--- src/rtl/wcr_pkg.sv ---
// Shared types and constants of the RGB window convolution.
// Used by the controller, the datapath and the top level.
package wcr_pkg;
	localparam int MAX_KERNEL   = 11;
	localparam int MAX_WIDTH    = 1024;
	localparam int COEF_BITS    = 16;
	localparam int HEIGHT_LIMIT = 4096;
	localparam int PIX_MAX      = 255;

	localparam int K_W    = 4;
	localparam int W_W    = 11;
	localparam int H_W    = 13;
	localparam int CFG_W  = 13;
	localparam int ACC_W  = $clog2(MAX_KERNEL * MAX_KERNEL * PIX_MAX + 1);

	// register indexes
	localparam logic [1:0] REG_KERNEL = 2'd0;
	localparam logic [1:0] REG_WIDTH  = 2'd1;
	localparam logic [1:0] REG_HEIGHT = 2'd2;

	// item opcodes
	localparam logic OP_LOAD   = 1'b0;
	localparam logic OP_STREAM = 1'b1;

	typedef enum logic [1:0] {
		ST_IDLE,
		ST_RUN,
		ST_DRAIN,
		ST_OUT
	} state_t;

	typedef struct packed {
		logic accept;
		logic issue;
		logic out_load;
	} cmd_t;

	typedef struct packed {
		logic produce_now;
		logic last_tap;
		logic busy;
		logic out_free;
	} status_t;
endpackage

--- src/rtl/wcr_ctrl.sv ---
// Controller of the window convolution: sequences accept, tap walk, drain, result.
// Depends on wcr_pkg.
module wcr_ctrl (
	input  logic              clk,
	input  logic              arst_n,
	input  logic              in_valid,
	input  logic              in_op,
	input  wcr_pkg::status_t  st,
	output logic              in_ready,
	output wcr_pkg::cmd_t     cmd,
	output wcr_pkg::state_t   state
);
	import wcr_pkg::*;

	state_t state_q, state_d;

	always_ff @(posedge clk or negedge arst_n) begin
		if (!arst_n) begin
			state_q <= ST_IDLE;
		end else begin
			state_q <= state_d;
		end
	end

	// next state
	always_comb begin
		state_d = state_q;
		case (state_q)
			ST_IDLE: begin
				if (in_valid && in_op == OP_STREAM && st.produce_now) begin
					state_d = ST_RUN;
				end
			end
			ST_RUN: begin
				if (st.last_tap) begin
					state_d = ST_DRAIN;
				end
			end
			ST_DRAIN: begin
				if (!st.busy) begin
					state_d = ST_OUT;
				end
			end
			ST_OUT: begin
				if (st.out_free) begin
					state_d = ST_IDLE;
				end
			end
			default: state_d = ST_IDLE;
		endcase
	end

	// outputs
	always_comb begin
		in_ready     = 1'b0;
		cmd.accept   = 1'b0;
		cmd.issue    = 1'b0;
		cmd.out_load = 1'b0;
		case (state_q)
			ST_IDLE: begin
				in_ready   = 1'b1;
				cmd.accept = in_valid;
			end
			ST_RUN:   cmd.issue = 1'b1;
			ST_DRAIN: ;
			ST_OUT:   cmd.out_load = st.out_free;
			default:  ;
		endcase
	end

	assign state = state_q;
endmodule

--- config.mk ---
export PLATFORM = sky130hd
export DESIGN_NAME = wcr_ctrl
export DESIGN_NICKNAME = d
export VERILOG_FILES = /design/src/rtl/wcr_pkg.sv /design/src/rtl/wcr_ctrl.sv
export SDC_FILE = /design/constraint.sdc
export NUM_CORES = 1
export LEC_CHECK = 0
export ABC_AREA = 1
export BUFFER_PORTS_ARGS = -buffer_cell sky130_fd_sc_hd__buf_4
export CORE_AREA = 2 2 39 41
export DETAILED_ROUTE_END_ITERATION = 16
export DIE_AREA = 0 0 41 43
export PLACE_DENSITY = 0.5
export SLEW_MARGIN = 20
export SYNTH_ARGS = -nofsm -noshare
export SYNTH_HDL_FRONTEND = slang
export SYNTH_SLANG_ARGS = --single-unit
--- constraint.sdc ---
create_clock -name clk -period 1.25 [get_ports clk]
set_input_delay 0.0625 -clock clk [delete_from_list [all_inputs] [get_ports clk]]
set_output_delay 0.0625 -clock clk [all_outputs]
set_load 0.01 [all_outputs]
== Word-level counts from Yosys, hierarchy flattened ==
Index checks and enable logic that the tools add are counted.
Storage, ports and cells
  word-level logic and storage cells: 21
  memories kept: 0
  bits in latches: 0
  register bits after elaboration: 2
  bits in writable memories: 0
  bits in read-only memories: 0
  input bits: 8
  output and inout port bits: 6
Operators by class
  muxes and demuxes: 9
  $add $sub $neg: 0
  reduce and logical (&&, ||, !) cells: 4
  equality and inequality tests: 7
  bitwise logic cells: 0
  multipliers: 0
  magnitude comparators: 0
  shift operators: 0
  divide/modulo/power cells: 0
Operators with widths (count)
  2-bit two-way mux: 4
  2-bit inequality test (second input constant): 4
  2-bit case mux with 4 select lines: 1
  2-bit == test (second input constant): 2
  1-bit two-way mux: 4
  4-bit AND reduction: 1
  2-bit by 1-bit == test with 1-bit output (second input constant): 1
  1-bit logical AND: 2
  2-bit zero test: 1

== Depth between registers and ports, before layout ==
Gate-level depths: netlist (run 1).
  depth in word-level cells: 4
  mapped depth: 8
  gate-level depth less buffers: 8

== Worst setup path after synthesis (run 1) ==
No wires, ideal clock.
  path type: register -> register
  from: register state_q[0], in the netlist state[0]
  to: register state_q[0], in the netlist state[0]
  arrival time: 1.111 ns
  library setup time: 0.117 ns
  path buffers: 0
  data required time: 1.133 ns
  clock period less this slack: 1.228 ns
  cell stages (with the launch flop): 6
  setup slack: 0.022 ns
  cells stage by stage: dfrtp_1 inv_1 ha_1 or2_1 nand3_1 nand2_1
On the way
  cells in the longest elaborated chain, start to end: 3
  elaborated cells on any way between the ends: 10
  those cells by class: eq/ne (7); mux (1); reduce/logical (2)
RTL lines
  start: declaration: line wcr_ctrl.sv:15  | state_t state_q, state_d;
  start signal: assignment: line wcr_ctrl.sv:21  | state_q <= state_d;
  2-bit by 1-bit == test with 1-bit output, or another cell as far along: line wcr_ctrl.sv:28  | case (state_q)
  2-bit inequality test (no source line)
  4-bit AND reduction (no source line)
Parallel ways exist; a longest one is shown, timed or not.
A chain may end at the register's enable or synchronous reset.

==> results.yml, run 1 <==
final_layout:
  area_delta_synth_final_pct: 96.1
  drive_gt1_share_pct: 65.4
  final_cell_mix: "13 x buf_4, 8 x nand2_1, 4 x inv_2, 4 x inv_1"
  largest_register_ff_count: 2
  diodes: 0
  layout_commonest_cell: "buf_4"
  nets: 66
  fin_area_um2: 442
critical_path:
  endpoint_kind: "primary output"
  cpMostUsedCell: "inv_2"
  critPathMaxStageDelay_ns: 0.46
  cp_cell_sequence: "inv_2 > ha_4 > nand2_2 > inv_2 > buf_6"
  cp_num_buf_inv: 3
  timing.rr.start: "state[1]$_DFFE_PN0P_"
  required_ns: 1.19
  crit_fanout: 5
  crit_family: "flip-flops"
  reg2reg_depth: 8
  startpoint_type: "flip-flop"
  critical_path_arrival_ns: 1.11
  crit_path_top_delay_cell: "dfrtp_2"
  crit_type: "reg -> out"
  reg2reg_slack_ns: 0.09
  timing.rr.end: "state[1]$_DFFE_PN0P_"
cts:
  clk_pin_slew_ns: 0.03
  h-tree-depth: 1
  cts_sinks: 2
  cts.path.max_buffers: 2
  worst_skew_pair.late_latency_ns: 0.22
  cts_buffers: 3
  cts_root_buf: "clkbuf_4"
  cts_tree: "done"
synthesis:
  ys_seq_area_share_pct: 22.2
  netlist-cell-type-count: 10
  syn-cell-area_um2: 225
  synth_nets: 46
  synth_warnings: 0
  synth_top_area_share_pct: 22.2
  synth.largest_area_cell: "dfrtp_1"
  netlist_instances: 34
  ys_seq_elements: 2
  ys_top_cells_by_area: "dfrtp_1 22%, ha_1 22%, inv_1 15%, nand2_1 15%, nand3_1 8.9%"
  synth.avg_cell_area_um2: 6.62
floorplan:
  die_h_um: 43
  ios: 14
  rows: 14
  start_util_pct: 16.3
  dieArea_mm2: 0.00176
  die_w_um: 41
  core_area_mm2: 0.00138
pwr:
  leakage_nw: 0.232
  total_power_mw: 0.990
  powerDensity_mw_per_mm2: 2240
  ir_worst_vdd_mv: 0.806
routing:
  drtAntennaViolNets: 0
  avgRoutedWirePerCell_um: 7.40
  avgViaCountPerCell: 3.68
  wl_um: 503
  drt_pass1_iterations: 2
  drc: 0
  drtIter0Drc: 2
  vias: 250
placed_design:
  pre_cts_slack_ns: 0.0117
  place_area_um2: 343
  dpl.hpwl_um: 392
  port_buffers: 13
  place.gp.congestion: 0.788
hold_path:
  min-delay-path-class: "in -> async"
timing:
  hold_viol_final: 0
  min_period_ns: 1.17
  period_share_pct: 93.7
  setup_viol: 0
  fin_skew_ns: 0.000160
  setup_slack_ns: 0.0790
  fmax_ghz: 0.854
  slew_headroom_pct: 88.4
  slew_viol_final: 0
  tightest_slew_ns: 0.174
  hold_slack_ns: 0.163
  rsz0062_at_grt: "yes"
grt:
  grt_use_total_pct: 7.02
  grt_first_pass_wirelength_um: 800
  grt_overflow: 0
  grt_antenna_before_repair: 0
  grt_pass1_vias: 215
  grt_max_degree: 6
status:
  status: "finished clean"
job:
  cap_violations: 0
[power by group]
group / switching [mW] / internal (mW)
clock: 0.0343 / 0.106
sequential: 0.0842 / 0.108
combinational: 0.318 / 0.340
[metrics by stage]
stage,utilization (%),TNS [ns],cells
2_1_floorplan,-,0,34
4_1_cts,27.8,0,68
5_1_grt,31.9,-0.0236,68
6_report,31.9,0,68
3_5_place_dp,24.8,0,63
3_3_place_gp,24.8,0,63
[worst reg2reg max path: cells and delay by family, from the launching register on]
kind	cells	cell delay [ns]
flip-flops	1	0.46
AND/OR/NAND/NOR	4	0.26
buffers and inverters	3	0.19
adder cells (fa/ha/maj)	1	0.18
[logic make-up (layout without fill, tap and decap cells)]
group	after synthesis	after routing	synth area share [%]
and+or+nand+nor	19	19	40.6
adders and majority gates	4	4	22.2
DFF	2	2	22.2
buffers and inverters	9	27	15.0
[synth_stat cells]
| cell | count |
|---|---|
| dfrtp_1 | 2 |
| ha_1 | 4 |
| inv_1 | 9 |
| nand2_1 | 9 |
| nand2_2 | 1 |
| nand3_1 | 4 |
| nor2_1 | 2 |
| nor2_2 | 1 |
| nor2_4 | 1 |
| or2_1 | 1 |
[final cells by class]
class,instances,area [um^2]
fill,160,942
inverter,9,36.3
clock buffer,3,22.5
tap,16,20.0
timing repair buffer,15,119
multi-input combinational,23,191
sequential,2,52.6
[routing by layer]
layer / vias up / GRT usage, % / wire [um]
met5: - / 0 / 0
met3: 0 / 3.66 / 47
met2: 8 / 9.38 / 254
met4: 0 / 6.00 / 0
li1: 136 / - / -
met1: 106 / 7.69 / 201
[how the worst max path moves through the flow]
stage / cells after the start / slack [ns] / start / to
detailed placement: 8 / 0.01 / state[0]$_DFFE_PN0P_ / state[1]$_DFFE_PN0P_
CTS: 8 / 0.01 / state[0]$_DFFE_PN0P_ / state[1]$_DFFE_PN0P_
global placement: 8 / 0.01 / state[0]$_DFFE_PN0P_ / state[1]$_DFFE_PN0P_
finish: 5 / 0.08 / state[1]$_DFFE_PN0P_ / cmd[2]
floorplan: 5 / 0.02 / state[0]$_DFFE_PN0P_ / state[0]$_DFFE_PN0P_
global route: 8 / -0.02 / state[0]$_DFFE_PN0P_ / state[1]$_DFFE_PN0P_
[what timing repair did]
action                                  CTS  global route
cloned                                    0             0
endpoints found under the setup margin    1             3
pin swaps                                 0             6
buffers inserted                          1             0
endpoints found under the hold margin     2             0
hold buffers                              1             0
resized for setup                         1            18
Power figures use the tool's default switching activity.
==> run 2, diff against run 1 <==
--- a/config.mk
+++ b/config.mk
@@ -8,10 +8,11 @@
 export ABC_AREA = 1
 export BUFFER_PORTS_ARGS = -buffer_cell sky130_fd_sc_hd__buf_4
 export CORE_AREA = 2 2 39 41
+export CTS_BUF_LIST = sky130_fd_sc_hd__clkbuf_8
 export DETAILED_ROUTE_END_ITERATION = 16
 export DIE_AREA = 0 0 41 43
 export PLACE_DENSITY = 0.5
-export SLEW_MARGIN = 20
+export SLEW_MARGIN = 0
 export SYNTH_ARGS = -nofsm -noshare
 export SYNTH_HDL_FRONTEND = slang
 export SYNTH_SLANG_ARGS = --single-unit
==> results.yml, run 2 (synthesis gave the netlist of run 1 again) <==
status:
  status: "finished clean"
critical_path:
  endpoint_kind: "primary output"
  critPathMaxStageDelay_ns: 0.42
  cp_cell_sequence: "inv_1 > ha_2 > nand2_1 > inv_1 > buf_4"
  cpMostUsedCell: "inv_1"
  required_ns: 1.19
  crit_type: "reg -> out"
  critical_path_arrival_ns: 1.12
  crit_fanout: 5
  crit_path_top_delay_cell: "dfrtp_2"
  startpoint_type: "flip-flop"
floorplan:
  dieArea_mm2: 0.00176
  start_util_pct: 16.3
  die_w_um: 41
  die_h_um: 43
  core_area_mm2: 0.00138
  ios: 14
  rows: 14
placed_design:
  pre_cts_slack_ns: 0.0117
  place_area_um2: 343
  port_buffers: 13
  dpl.hpwl_um: 392
  place.gp.congestion: 0.788
timing:
  setup_slack_ns: 0.0682
  slew_headroom_pct: 92.4
  fin_skew_ns: 0.000932
  min_period_ns: 1.18
  rsz0062_at_grt: "yes"
  tns_ns: 0
  setup_viol: 0
  hold_slack_ns: 0.175
  period_share_pct: 94.5
  tightest_slew_ns: 0.113
  hold_viol_final: 0
  fmax_ghz: 0.846
  slew_viol_final: 0
cts:
  cts_sinks: 2
  cts.path.max_buffers: 2
  worst_skew_pair.late_latency_ns: 0.21
  h-tree-depth: 1
  clk_pin_slew_ns: 0.03
  cts_buffers: 3
  cts_root_buf: "clkbuf_8"
  cts_tree: "done"
job:
  cap_violations: 0
final_layout:
  final_cell_mix: "14 x buf_4, 9 x nand2_1, 8 x inv_1"
  nets: 66
  diodes: 0
  fin_area_um2: 409
  layout_commonest_cell: "buf_4"
  drive_gt1_share_pct: 48.1
  largest_register_ff_count: 2
  area_delta_synth_final_pct: 81.7
grt:
  grt_use_total_pct: 6.52
  grt_antenna_before_repair: 0
  grt_overflow: 0
  grt_first_pass_wirelength_um: 793
  grt_pass1_vias: 206
  grt_max_degree: 6
routing:
  wl_met3_um: 46
  drc: 0
  wl_met2_um: 227
  topRoutingLayerUsed: "met3"
  drtIter0Drc: 6
  wl_met1_um: 196
  drtAntennaViolNets: 0
  wl_um: 470
  avgRoutedWirePerCell_um: 6.91
  avgViaCountPerCell: 3.60
  vias: 245
  drt_pass1_iterations: 2
hold_path:
  min-delay-path-class: "in -> async"
pwr:
  ir_worst_vdd_mv: 0.714
  leakage_nw: 0.238
  powerDensity_mw_per_mm2: 2350
[run 2: metal layers]
metal	vias up	GRT usage (%)
met5	-	0
met4	0	2.00
met3	0	3.66
met2	8	9.38
met1	102	8.01
li1	135	-
[run 2: cell type report]
class	instances	area [um^2]
clock buffer	3	41.3
fill	165	975
inverter	9	33.8
multi-input combinational	23	146
sequential	2	52.6
tap	16	20.0
timing repair buffer	15	115
[run 2: metrics by stage]
step | utilization [%] | power [mW] | cells
after global placement | 24.8 | 0.675 | 63
after detailed placement | 24.8 | 0.679 | 63
final | 29.6 | 0.960 | 68
after CTS | 29.0 | 0.960 | 68
after floorplan | - | 0.477 | 34
after global routing | 29.6 | 1.07 | 68
[run 2: final timing paths]
path                                 startpoint                    to  slack, ns  cells past startpoint
hold reg to reg            state[1]$_DFFE_PN0P_  state[1]$_DFFE_PN0P_       0.54                      2
min in group clk                          st[1]  state[1]$_DFFE_PN0P_       0.23                      6
setup / recovery           state[1]$_DFFE_PN0P_                cmd[2]       0.07                      5
max in group asynchronous                arst_n  state[0]$_DFFE_PN0P_       0.98                      2
hold / removal                           arst_n  state[1]$_DFFE_PN0P_       0.18                      2
setup reg to reg           state[0]$_DFFE_PN0P_  state[1]$_DFFE_PN0P_       0.11                      7
[run 2: worst max-delay path: cells and delay by family (launching register included)]
family        cells  cell delay [ns]
buf+inv           3             0.25
flops             1             0.42
fa+ha+maj         1             0.20
simple gates      1             0.05
[run 2: power breakdown]
part / switching, mW / internal, mW
combinational: 0.273 / 0.279
clock: 0.0476 / 0.203
sequential: 0.0487 / 0.108
total: 0.370 / 0.590
[run 2: repair_timing]
action	CTS	global route
buffers inserted	1	0
resized for setup	0	5
hold endpoints to repair	2	0
endpoints found under the setup margin	1	3
hold buffers	1	0
==> run 3, diff against run 2 <==
==> constraint.sdc (replaced) <==
create_clock -name clk -period 1.25 [get_ports clk]
set_input_delay 0.125 -clock clk [delete_from_list [all_inputs] [get_ports clk]]
set_output_delay 0.125 -clock clk [all_outputs]
set_load 0.01 [all_outputs]
==> results.yml, run 3 (synthesis gave the netlist of run 1 again) <==
cts:
  cts.path.max_buffers: 2
  cts_sinks: 2
  h-tree-depth: 1
  cts_tree: "done"
  worst_skew_pair.late_latency_ns: 0.21
  cts_root_buf: "clkbuf_8"
  cts_buffers: 3
  clk_pin_slew_ns: 0.03
critical_path:
  crit_path_top_delay_cell: "dfrtp_2"
  crit_type: "reg -> out"
  reg2reg_slack_ns: 0.09
  timing.rr.end: "state[1]$_DFFE_PN0P_"
  endpoint: "cmd[2]"
  startpoint_type: "flip-flop"
  cp_cell_sequence: "inv_2 > ha_4 > nand2_2 > inv_2 > buf_6"
  endpoint_kind: "primary output"
  timing.rr.start: "state[1]$_DFFE_PN0P_"
  setup.worst_path.start: "state[1]$_DFFE_PN0P_"
  cpMostUsedCell: "inv_2"
  crit_fanout: 5
  critical_path_arrival_ns: 1.08
  critPathMaxStageDelay_ns: 0.44
  reg2reg_depth: 7
  required_ns: 1.12
timing:
  setup_viol: 0
  slew_headroom_pct: 88.5
  tns_ns: 0
  slew_viol_final: 0
  fin_skew_ns: 0.000941
  period_share_pct: 96.7
  hold_viol_final: 0
  min_period_ns: 1.21
  fmax_ghz: 0.827
  hold_slack_ns: 0.238
  rsz0062_at_grt: "yes"
  tightest_slew_ns: 0.172
  setup_slack_ns: 0.0407
grt:
  grt_first_pass_wirelength_um: 800
  grt_use_total_pct: 6.62
  grt_overflow: 0
  grt_pass1_vias: 211
  grt_antenna_before_repair: 0
  grt_max_degree: 6
routing:
  wl_met3_um: 47
  drtIter0Drc: 3
  avgViaCountPerCell: 3.71
  wl_met2_um: 258
  avgRoutedWirePerCell_um: 7.46
  drtAntennaViolNets: 0
  vias: 256
  wl_um: 515
  drc: 0
  topRoutingLayerUsed: "met3"
  drt_pass1_iterations: 2
  wl_met1_um: 210
final_layout:
  final_core_util_pct: 33.1
  drive_gt1_share_pct: 66.0
  largest_register_ff_count: 2
  area_delta_synth_final_pct: 103
  nets: 67
  fin_cells: 69
  diodes: 0
  final_cell_mix: "13 x buf_4, 8 x nand2_1, 6 x inv_2"
  layout_commonest_cell: "buf_4"
  fin_area_um2: 458
floorplan:
  ios: 14
  die_w_um: 41
  rows: 14
  start_util_pct: 16.3
  die_h_um: 43
  dieArea_mm2: 0.00176
  core_area_mm2: 0.00138
pwr:
  ir_worst_vdd_mv: 0.823
  power.share.switching_pct: 39.6
  total_power_mw: 1.11
  combPwrFrac_pct: 62.6
  pwr-share-clk_pct: 22.7
  internal-power_mw: 0.669
  switchingPower_mw: 0.438
  power_frac_seq_pct: 14.7
  powerDensity_mw_per_mm2: 2420
  leakage_nw: 0.246
placed_design:
  pre_cts_slack_ns: 0.0117
  place_inst: 63
  dpl.hpwl_um: 392
  place.gp.congestion: 0.788
  place_area_um2: 343
  port_buffers: 13
hold_path:
  min-delay-path-class: "in -> async"
status:
  status: "finished clean"
job:
  cap_violations: 0
[run 3: metal layers]
| metal | track usage [%] | vias up |
|---|---|---|
| met2 | 9.38 | 8 |
| met5 | 0 | - |
| met3 | 3.66 | 0 |
| li1 | - | 137 |
| met1 | 8.33 | 111 |
| met4 | 2.00 | 0 |
[run 3: worst min path at each step]
stage	from	end	slack, ns	depth (start not counted)
after floorplan	arst_n	state[0]$_DFFE_PN0P_	-0.17	0
after global placement	arst_n	state[1]$_DFFE_PN0P_	-0.09	1
after detailed placement	arst_n	state[1]$_DFFE_PN0P_	-0.09	1
after CTS	arst_n	state[0]$_DFFE_PN0P_	0.24	2
after global routing	arst_n	state[0]$_DFFE_PN0P_	0.25	2
final	arst_n	state[1]$_DFFE_PN0P_	0.24	2
[run 3: critical path: cells and delay by family, from the launching register on]
kind | cells | cell delay [ns]
adders and majority gates | 1 | 0.15
buffers and inverters | 3 | 0.24
DFF | 1 | 0.44
and+or+nand+nor | 1 | 0.05
[run 3: cell type report]
type                       count  area [um^2]
clock buffer                   3         41.3
sequential                     2         51.3
multi-input combinational     23          181
inverter                       9         33.8
fill                         159          926
timing repair buffer          16          130
tap                           16         20.0
[run 3: power groups by stage]
stage	logic, mW	registers (mW)	clock network [mW]
floorplan	0.324	0.153	0
global placement	0.526	0.149	0
detailed placement	0.529	0.149	0
CTS	0.605	0.141	0.255
global route	0.782	0.167	0.263
finish	0.693	0.163	0.251
[run 3: timing repair]
item / 4_1_cts / 5_1_grt
buffers inserted: 1 / 1
endpoints found under the hold margin: 2 / 0
endpoints found under the setup margin: 1 / 5
pin swaps: 0 / 6
hold buffers: 1 / 0
resized for setup: 2 / 16
